**src/rtl/rba_pkg.sv**
```systemverilog
`timescale 1ns / 1ps
`default_nettype none

package rba_pkg;

  localparam int DEV_W = 4;
  localparam int MEM_W = 11;
  localparam int OFF_W = 10;
  localparam int CFG_IDX_W = 3;
  localparam int CFG_W = 11;

  localparam logic [CFG_IDX_W-1:0] REG_PRINTERS = 3'd0;
  localparam logic [CFG_IDX_W-1:0] REG_SCANNERS = 3'd1;
  localparam logic [CFG_IDX_W-1:0] REG_MODEMS = 3'd2;
  localparam logic [CFG_IDX_W-1:0] REG_CDS = 3'd3;
  localparam logic [CFG_IDX_W-1:0] REG_RT_MEM = 3'd4;
  localparam logic [CFG_IDX_W-1:0] REG_USER_MEM = 3'd5;

  localparam logic OP_ALLOC = 1'b0;
  localparam logic OP_RELEASE = 1'b1;
  localparam logic [1:0] PRIO_REALTIME = 2'd0;

  localparam logic [DEV_W-1:0] DEV_MAX = 4'd15;
  localparam logic [MEM_W-1:0] MEM_MAX = 11'd2047;

  localparam logic [DEV_W-1:0] RST_PRINTERS = 4'd2;
  localparam logic [DEV_W-1:0] RST_SCANNERS = 4'd1;
  localparam logic [DEV_W-1:0] RST_MODEMS = 4'd1;
  localparam logic [DEV_W-1:0] RST_CDS = 4'd2;
  localparam logic [MEM_W-1:0] RST_RT_MEM = 11'd64;
  localparam logic [MEM_W-1:0] RST_USER_MEM = 11'd960;

  typedef struct packed {
    logic             op;
    logic [1:0]       priority_req;
    logic [MEM_W-1:0] mbytes;
    logic [DEV_W-1:0] printers_needed;
    logic [DEV_W-1:0] scanners_needed;
    logic [DEV_W-1:0] modems_needed;
    logic [DEV_W-1:0] cds_needed;
    logic [OFF_W-1:0] release_offset;
    logic             release_placed;
  } req_t;

  typedef struct packed {
    logic             granted;
    logic             placed;
    logic [OFF_W-1:0] offset_mb;
  } rsp_t;

  typedef enum logic [2:0] {
    ST_IDLE,
    ST_EVAL,
    ST_SCAN,
    ST_MARK,
    ST_FREE,
    ST_DONE
  } state_t;

  typedef struct packed {
    logic load;
    logic eval;
    logic scan;
    logic mark;
    logic sweep;
    logic emit;
  } cmd_t;

  typedef struct packed {
    logic alloc_go;
    logic free_go;
    logic hit;
    logic last;
    logic mark_end;
    logic sweep_end;
  } status_t;

endpackage

`default_nettype wire

```
**src/rtl/rba_dp.sv**
```systemverilog
`timescale 1ns / 1ps
`default_nettype none

module rba_dp
  import rba_pkg::*;
#(
  parameter int NUM_BLOCKS = 32,
  parameter int BLOCK_MB = 32,
  parameter int REALTIME_BLOCKS = 2
) (
  input  wire logic                 clk,
  input  wire logic                 rst,
  input  wire cmd_t                 cmd,
  output status_t                   status,
  input  wire req_t                 in_data,
  input  wire logic                 cfg_we,
  input  wire logic [CFG_IDX_W-1:0] cfg_index,
  input  wire logic [CFG_W-1:0]     cfg_data,
  output rsp_t                      out_data
);

  localparam int RT_END = (REALTIME_BLOCKS > NUM_BLOCKS) ? NUM_BLOCKS : REALTIME_BLOCKS;
  localparam bit USER_EMPTY = (RT_END == NUM_BLOCKS);
  localparam int IW = $clog2(NUM_BLOCKS);
  localparam int AW = $clog2(NUM_BLOCKS * BLOCK_MB + 2048) + 1;
  localparam logic [AW-1:0] BLK = AW'(BLOCK_MB);
  localparam logic [AW-1:0] RT_BASE = AW'(RT_END * BLOCK_MB);
  localparam logic [IW-1:0] RT_FIRST = IW'(RT_END);
  localparam logic [IW-1:0] RT_LAST = IW'(RT_END - 1);
  localparam logic [IW-1:0] LAST_BLK = IW'(NUM_BLOCKS - 1);
  localparam logic [IW-1:0] ONE_BLK = IW'(1);

  function automatic logic [DEV_W-1:0] sat_dev(input logic [DEV_W-1:0] a,
                                               input logic [DEV_W-1:0] b);
    logic [DEV_W:0] s;
    s = {1'b0, a} + {1'b0, b};
    return s[DEV_W] ? DEV_MAX : s[DEV_W-1:0];
  endfunction

  function automatic logic [MEM_W-1:0] sat_mem(input logic [MEM_W-1:0] a,
                                               input logic [MEM_W-1:0] b);
    logic [MEM_W:0] s;
    s = {1'b0, a} + {1'b0, b};
    return s[MEM_W] ? MEM_MAX : s[MEM_W-1:0];
  endfunction

  logic [DEV_W-1:0]      free_printers;
  logic [DEV_W-1:0]      free_scanners;
  logic [DEV_W-1:0]      free_modems;
  logic [DEV_W-1:0]      free_cds;
  logic [MEM_W-1:0]      rt_free;
  logic [MEM_W-1:0]      user_free;
  logic [NUM_BLOCKS-1:0] used;

  req_t          req;
  logic [IW-1:0] b;
  logic [IW-1:0] hi_last;
  logic [IW-1:0] start_blk;
  logic [IW-1:0] end_blk;
  logic [AW-1:0] base;
  logic [AW-1:0] run;
  logic [AW-1:0] start_base;
  logic [AW-1:0] rel;
  logic          found;
  logic          granted;
  logic          placed;
  rsp_t          rsp;

  logic             rt;
  logic [MEM_W-1:0] memfree;
  logic             fits;
  logic             region_ok;
  logic [IW-1:0]    lo_blk;
  logic [AW-1:0]    lo_base;
  logic [IW-1:0]    hi_last_w;
  logic [AW-1:0]    mb_ext;
  logic [AW-1:0]    roff_ext;
  logic [AW-1:0]    run_add;
  logic             scan_hit;
  logic             hit_now;
  logic             in_run;
  logic [AW-1:0]    rel_next;

  always_comb begin
    rt = (req.priority_req == PRIO_REALTIME);
    memfree = rt ? rt_free : user_free;
    fits = (free_printers >= req.printers_needed) && (free_scanners >= req.scanners_needed) &&
           (free_modems >= req.modems_needed) && (free_cds >= req.cds_needed) &&
           (memfree >= req.mbytes);
    region_ok = rt || !USER_EMPTY;
    lo_blk = rt ? '0 : RT_FIRST;
    lo_base = rt ? '0 : RT_BASE;
    hi_last_w = rt ? RT_LAST : LAST_BLK;
    mb_ext = AW'(req.mbytes);
    roff_ext = AW'(req.release_offset);

    run_add = run + BLK;
    scan_hit = !used[b] && (run_add >= mb_ext);

    hit_now = !found && (roff_ext < base + BLK);
    in_run = (hit_now || found) && (rel < mb_ext);
    rel_next = hit_now ? BLK : rel + BLK;

    status.alloc_go = (req.op == OP_ALLOC) && fits && (req.mbytes != '0) && region_ok;
    status.free_go = (req.op == OP_RELEASE) && req.release_placed && (req.mbytes != '0) &&
                     region_ok && (roff_ext >= lo_base);
    status.hit = scan_hit;
    status.last = (b == hi_last);
    status.mark_end = (b == end_blk);
    status.sweep_end = (b == hi_last) || ((hit_now || found) && (rel_next >= mb_ext));
  end

  always_ff @(posedge clk) begin
    if (rst) begin
      free_printers <= RST_PRINTERS;
      free_scanners <= RST_SCANNERS;
      free_modems <= RST_MODEMS;
      free_cds <= RST_CDS;
      rt_free <= RST_RT_MEM;
      user_free <= RST_USER_MEM;
      used <= '0;
    end else begin
      if (cfg_we) begin
        unique case (cfg_index)
          REG_PRINTERS: free_printers <= cfg_data[DEV_W-1:0];
          REG_SCANNERS: free_scanners <= cfg_data[DEV_W-1:0];
          REG_MODEMS: free_modems <= cfg_data[DEV_W-1:0];
          REG_CDS: free_cds <= cfg_data[DEV_W-1:0];
          REG_RT_MEM: rt_free <= cfg_data[MEM_W-1:0];
          REG_USER_MEM: user_free <= cfg_data[MEM_W-1:0];
          default: ;
        endcase
      end
      if (cmd.eval) begin
        if (req.op == OP_RELEASE) begin
          free_printers <= sat_dev(free_printers, req.printers_needed);
          free_scanners <= sat_dev(free_scanners, req.scanners_needed);
          free_modems <= sat_dev(free_modems, req.modems_needed);
          free_cds <= sat_dev(free_cds, req.cds_needed);
          if (rt) begin
            rt_free <= sat_mem(rt_free, req.mbytes);
          end else begin
            user_free <= sat_mem(user_free, req.mbytes);
          end
        end else if (fits) begin
          free_printers <= free_printers - req.printers_needed;
          free_scanners <= free_scanners - req.scanners_needed;
          free_modems <= free_modems - req.modems_needed;
          free_cds <= free_cds - req.cds_needed;
          if (rt) begin
            rt_free <= rt_free - req.mbytes;
          end else begin
            user_free <= user_free - req.mbytes;
          end
        end
      end
      if (cmd.mark) begin
        used[b] <= 1'b1;
      end
      if (cmd.sweep && in_run) begin
        used[b] <= 1'b0;
      end
    end
  end

  always_ff @(posedge clk) begin
    if (cmd.load) begin
      req <= in_data;
    end
    if (cmd.eval) begin
      granted <= (req.op == OP_RELEASE) || fits;
      placed <= 1'b0;
      found <= 1'b0;
      rel <= '0;
      run <= '0;
      b <= lo_blk;
      start_blk <= lo_blk;
      hi_last <= hi_last_w;
      base <= lo_base;
      start_base <= lo_base;
    end else if (cmd.scan) begin
      b <= scan_hit ? start_blk : b + ONE_BLK;
      base <= base + BLK;
      if (used[b]) begin
        run <= '0;
        start_blk <= b + ONE_BLK;
        start_base <= base + BLK;
      end else begin
        run <= run_add;
      end
      if (scan_hit) begin
        end_blk <= b;
        placed <= 1'b1;
      end
    end else if (cmd.mark) begin
      b <= b + ONE_BLK;
    end else if (cmd.sweep) begin
      b <= b + ONE_BLK;
      base <= base + BLK;
      if (hit_now) begin
        found <= 1'b1;
      end
      if (hit_now || found) begin
        rel <= rel_next;
      end
    end
    if (cmd.emit) begin
      rsp.granted <= granted;
      rsp.placed <= placed;
      rsp.offset_mb <= placed ? start_base[OFF_W-1:0] : '0;
    end
  end

  assign out_data = rsp;

endmodule

`default_nettype wire

```
**src/rtl/rba_ctrl.sv**
```systemverilog
`timescale 1ns / 1ps
`default_nettype none

module rba_ctrl
  import rba_pkg::*;
(
  input  wire logic    clk,
  input  wire logic    rst,
  input  wire logic    in_valid,
  output logic         in_ready,
  output logic         out_valid,
  input  wire logic    out_ready,
  output cmd_t         cmd,
  input  wire status_t status
);

  state_t state;
  state_t state_next;
  logic   out_valid_next;

  always_ff @(posedge clk) begin
    if (rst) begin
      state <= ST_IDLE;
      out_valid <= 1'b0;
    end else begin
      state <= state_next;
      out_valid <= out_valid_next;
    end
  end

  always_comb begin
    state_next = state;
    cmd = '0;
    in_ready = 1'b0;
    unique case (state)
      ST_IDLE: begin
        in_ready = 1'b1;
        if (in_valid) begin
          cmd.load = 1'b1;
          state_next = ST_EVAL;
        end
      end
      ST_EVAL: begin
        cmd.eval = 1'b1;
        if (status.alloc_go) begin
          state_next = ST_SCAN;
        end else if (status.free_go) begin
          state_next = ST_FREE;
        end else begin
          state_next = ST_DONE;
        end
      end
      ST_SCAN: begin
        cmd.scan = 1'b1;
        if (status.hit) begin
          state_next = ST_MARK;
        end else if (status.last) begin
          state_next = ST_DONE;
        end
      end
      ST_MARK: begin
        cmd.mark = 1'b1;
        if (status.mark_end) begin
          state_next = ST_DONE;
        end
      end
      ST_FREE: begin
        cmd.sweep = 1'b1;
        if (status.sweep_end) begin
          state_next = ST_DONE;
        end
      end
      ST_DONE: begin
        if (!out_valid || out_ready) begin
          cmd.emit = 1'b1;
          state_next = ST_IDLE;
        end
      end
      default: state_next = ST_IDLE;
    endcase
    out_valid_next = cmd.emit ? 1'b1 : (out_ready ? 1'b0 : out_valid);
  end

endmodule

`default_nettype wire

```
**src/rtl/resource_and_block_allocator.sv**
```systemverilog
// A refused request, a grant without memory or a release without a run goes from idle through
// evaluate to done and gives its result word; a grant with memory first scans blocks and then
// marks the blocks of a placed run, and a release with a run first sweeps blocks to free it.
// One word is in work at a time; the next is taken in the cycle after the result is loaded.
// Reset restores the default device and memory counts and marks every block free at once.
`timescale 1ns / 1ps
`default_nettype none

module resource_and_block_allocator
  import rba_pkg::*;
#(
  parameter int NUM_BLOCKS = 32,
  parameter int BLOCK_MB = 32,
  parameter int REALTIME_BLOCKS = 2
) (
  input  wire logic                 clk,
  input  wire logic                 rst,
  input  wire logic                 in_valid,
  output logic                      in_ready,
  input  wire req_t                 in_data,
  output logic                      out_valid,
  input  wire logic                 out_ready,
  output rsp_t                      out_data,
  input  wire logic                 cfg_we,
  input  wire logic [CFG_IDX_W-1:0] cfg_index,
  input  wire logic [CFG_W-1:0]     cfg_data
);

  cmd_t    cmd;
  status_t status;

  rba_ctrl u_ctrl (
    .clk       (clk),
    .rst       (rst),
    .in_valid  (in_valid),
    .in_ready  (in_ready),
    .out_valid (out_valid),
    .out_ready (out_ready),
    .cmd       (cmd),
    .status    (status)
  );

  rba_dp #(
    .NUM_BLOCKS      (NUM_BLOCKS),
    .BLOCK_MB        (BLOCK_MB),
    .REALTIME_BLOCKS (REALTIME_BLOCKS)
  ) u_dp (
    .clk       (clk),
    .rst       (rst),
    .cmd       (cmd),
    .status    (status),
    .in_data   (in_data),
    .cfg_we    (cfg_we),
    .cfg_index (cfg_index),
    .cfg_data  (cfg_data),
    .out_data  (out_data)
  );

endmodule

`default_nettype wire

```
**config.mk**
```make
export PLATFORM = sky130hd
export DESIGN_NAME = resource_and_block_allocator
export DESIGN_NICKNAME = d
export VERILOG_FILES = /design/src/rtl/rba_pkg.sv /design/src/rtl/rba_dp.sv /design/src/rtl/rba_ctrl.sv /design/src/rtl/resource_and_block_allocator.sv
export SDC_FILE = /design/constraint.sdc
export NUM_CORES = 1
export LEC_CHECK = 0
export ABC_AREA = 1
export BUFFER_PORTS_ARGS = -buffer_cell sky130_fd_sc_hd__buf_2
export CORE_UTILIZATION = 28
export DETAILED_ROUTE_END_ITERATION = 8
export GPL_ROUTABILITY_DRIVEN = 0
export PLACE_DENSITY_LB_ADDON = 0.1
export REMOVE_ABC_BUFFERS = 1
export SLEW_MARGIN = 20
export SYNTH_ARGS = -nofsm -noshare
export SYNTH_HDL_FRONTEND = slang
export SYNTH_SLANG_ARGS = --single-unit
```
**constraint.sdc**
```tcl
create_clock -name clk -period 8.6 [get_ports clk]
set_clock_uncertainty 0.15 [all_clocks]
set_input_delay 0.86 -clock clk [delete_from_list [all_inputs] [get_ports clk]]
set_output_delay 0.86 -clock clk [all_outputs]
set_load 0.05 [all_outputs]
```
==> flow_summary.json <==
{
  "min_period_ps": 4449,
  "crit_start": "u_dp.req[39]",
  "holdWs_ps": 274.9,
  "die_y_um": 217.6,
  "ctsHoldBuffers": 0,
  "maxCapViolations": 0,
  "insertion_delay_ps": 490,
  "dieArea_mm2": 0.04736,
  "r2r_start": "u_dp.req[39]",
  "routedWlPerCell_um": 16.41,
  "p_leak_nw": 6.903,
  "drtIter0Drc": 763,
  "cp-start-kind": "register",
  "ctsResizeCount": 0,
  "setup_viol": 0,
  "hold_violations": 0,
  "worstSetupPathType": "reg -> reg",
  "slew_viol_final": 0,
  "synth_edf_count": 78,
  "arrival_ps": 4670,
  "vias": 11498,
  "track_usage_pct": 17.34,
  "ys_seq_elements": 175,
  "antenna_found_initial": 0,
  "crit_path_end_kind": "register",
  "cts_num_sinks": 175,
  "ant_nets": 0,
  "drc": 0,
  "power_w": 0.004773,
  "tightest_slew_ps": 1024,
  "nets": 2005,
  "powerDensity_mw_per_mm2": 328.8,
  "grt_pass1_vias": 10901,
  "cts_buffers": 17,
  "htreeDepth": 4,
  "port_buffers": 68,
  "grt_max_degree": 54,
  "fillers": 4920,
  "fp.dieW_um": 217.6,
  "fin_tns_setup_ps": 0,
  "placed_cell_area_mm2": 0.01393,
  "cts_tree": "built",
  "cts.root.buffer_cell": "clkbuf_16",
  "syn-cell-area_mm2": 0.01302,
  "dpl.hpwl_um": 28750,
  "status": "finished clean",
  "first_pass_iters": 7,
  "design_area_mm2": 0.01452,
  "min-delay-start": "u_dp.granted",
  "max_freq_mhz": 224.8,
  "antennaDiodeCount": 0,
  "rsz0062_at_grt": "false",
  "ys.flop_type": "dfxtp_1",
  "synthArstFlopShare_pct": 0,
  "netlist_instances": 1768,
  "postRouteWirelength_um": 39720,
  "clockBufferDepth": 2,
  "max_slew_margin_pct": 31.66,
  "num_rows": 78,
  "drt-vias-per-instance": 4.749,
  "synth_cell_types": 54,
  "peakVddDrop_v": 0.0001434,
  "area_growth_pct": 11.52,
  "core_mm2": 0.04558,
  "path_max_fanout": 50,
  "clkSlewWorstSetupHoldPaths_ps": 70,
  "grt_overflow_total": 0,
  "drive_above_1_share_pct": 7.743,
  "ys_warn_count": 0,
  "critPathRequiredTime_ps": 8820,
  "io_pins": 74,
  "post_cts_buffers": 0,
  "avgSynthCellArea_um2": 7.363,
  "grt_pass1_wl_um": 62160,
  "start_util_pct": 28.56,
  "hp-class": "reg -> reg",
  "period_share_pct": 51.74,
  "seq_area_frac_synth_pct": 32.91
}
cells in the final DEF, fill, tap and decap left out, types with 4 or more instances in the layout:
cell type and instances:
fa_1 12, buf_4 11, conb_1 5, clkbuf_16 18, dfxtp_1 97, inv_2 7, or2_2 5, nor2_1 140
o21bai_1 12, nand4_1 11, nand3_1 73, o221ai_1 6, xor2_1 43, buf_2 68, o31ai_1 5, o2111ai_1 5
ha_1 125, nand2_1 351, nor2_2 4, inv_1 292, a21oi_1 158, clkbuf_1 4, nor3_1 20, nor2_4 6
o22ai_1 4, edfxtp_1 78, xnor2_1 8, nor4_1 5, o211ai_1 56, o311ai_0 4, o21ai_0 132, a221oi_1 5
final timing paths:
check	end	slack, ps	depth (start not counted)
worst min register to register	u_dp.out_data[11]	270	0
worst min-delay path	u_dp.out_data[11]	270	0
worst max register to register	u_dp.user_free[10]	4150	18
worst max-delay path	u_dp.user_free[10]	4150	18
layer usage:
metal / GRT usage (%) / vias to the layer above / part of all wire [%]
met5: 0 / - / 0
li1: - / 5909 / -
met1: 22.99 / 5310 / 49
met4: 5.892 / 0 / 1.8
met3: 3.222 / 45 / 3.8
met2: 28.09 / 234 / 46
synthesized netlist by cell type (21+ instances only):
cell type | n | area (µm²)
nor2_1 | 143 | 536.8
o211ai_1 | 56 | 420.4
o21ai_0 | 132 | 660.6
clkbuf_1 | 35 | 131.4
a21oi_1 | 158 | 790.8
dfxtp_1 | 97 | 1942
edfxtp_1 | 78 | 2342
xor2_1 | 43 | 376.6
nor3_1 | 21 | 105.1
nand2_1 | 351 | 1318
inv_1 | 292 | 1096
ha_1 | 125 | 1564
nand3_1 | 73 | 365.4
registers in the layout, summed over array words and instances, names as in the netlist, 7 cells and up:
| name | flops |
|---|---|
| u_dp.used | 32 |
| u_dp.rt_free | 11 |
| u_dp.mb_ext | 11 |
| u_dp.base | 8 |
| u_dp.user_free | 11 |
| u_dp.run | 8 |
| u_dp.rel | 13 |
| u_dp.out_data | 7 |
| u_dp.req | 30 |
layout make-up:
type | count | area, µm² | share of cell area, %
multi-input combinational | 1233 | 7335 | 50.52
sequential | 175 | 4284 | 29.51
inverter | 302 | 1139 | 7.843
tap | 600 | 750.7 | 5.171
clock buffer | 23 | 479.2 | 3.301
timing repair buffer | 79 | 422.9 | 2.913
clock inverter | 9 | 107.6 | 0.7412
critical path, cell delays in order (launching register included):
cell and delay (ps):
edfxtp_1 410, nor2_4 110, buf_4 470, clkinv_1 740, nand2_1 210, nand2_1 80, ha_1 280, nand2_1 80
nor2_1 60, nand3_1 90, nand4_1 130, nand2_2 190, inv_1 70, nor2_2 770, inv_1 210, nand2_1 130
nand2_1 50, nand2_1 60, a21oi_1 50
report_power, final:
| part | total, W | internal (W) | switching [W] |
|---|---|---|---|
| registers | 0.00138 | 0.00115 | 0.000229 |
| clock network | 0.000821 | 0.000453 | 0.000368 |
| logic | 0.00257 | 0.000869 | 0.00170 |
cells by family (layout without fill, tap and decap cells):
family | Yosys count | count (layout) | share of synthesized area [%]
xor+xnor | 51 | 51 | 3.431
mux | 3 | 3 | 0.2307
flops | 175 | 175 | 32.91
compound gates | 409 | 409 | 18.35
fa+ha+maj | 137 | 137 | 13.86
other cells | 1 | 5 | 0.02881
buf+inv | 364 | 413 | 11.07
simple gates | 628 | 628 | 20.12
metrics by stage:
stage | setup WS (ps) | cells | utilization, %
2_1_floorplan | 3492 | 1710 | -
3_3_place_gp | 4235 | 2389 | 30.57
3_5_place_dp | 4134 | 2389 | 30.57
4_1_cts | 4142 | 2421 | 31.85
5_1_grt | 3857 | 2421 | 31.85
6_report | 4151 | 2421 | 31.85
No activity file was read; power rests on OpenSTA's default activity.
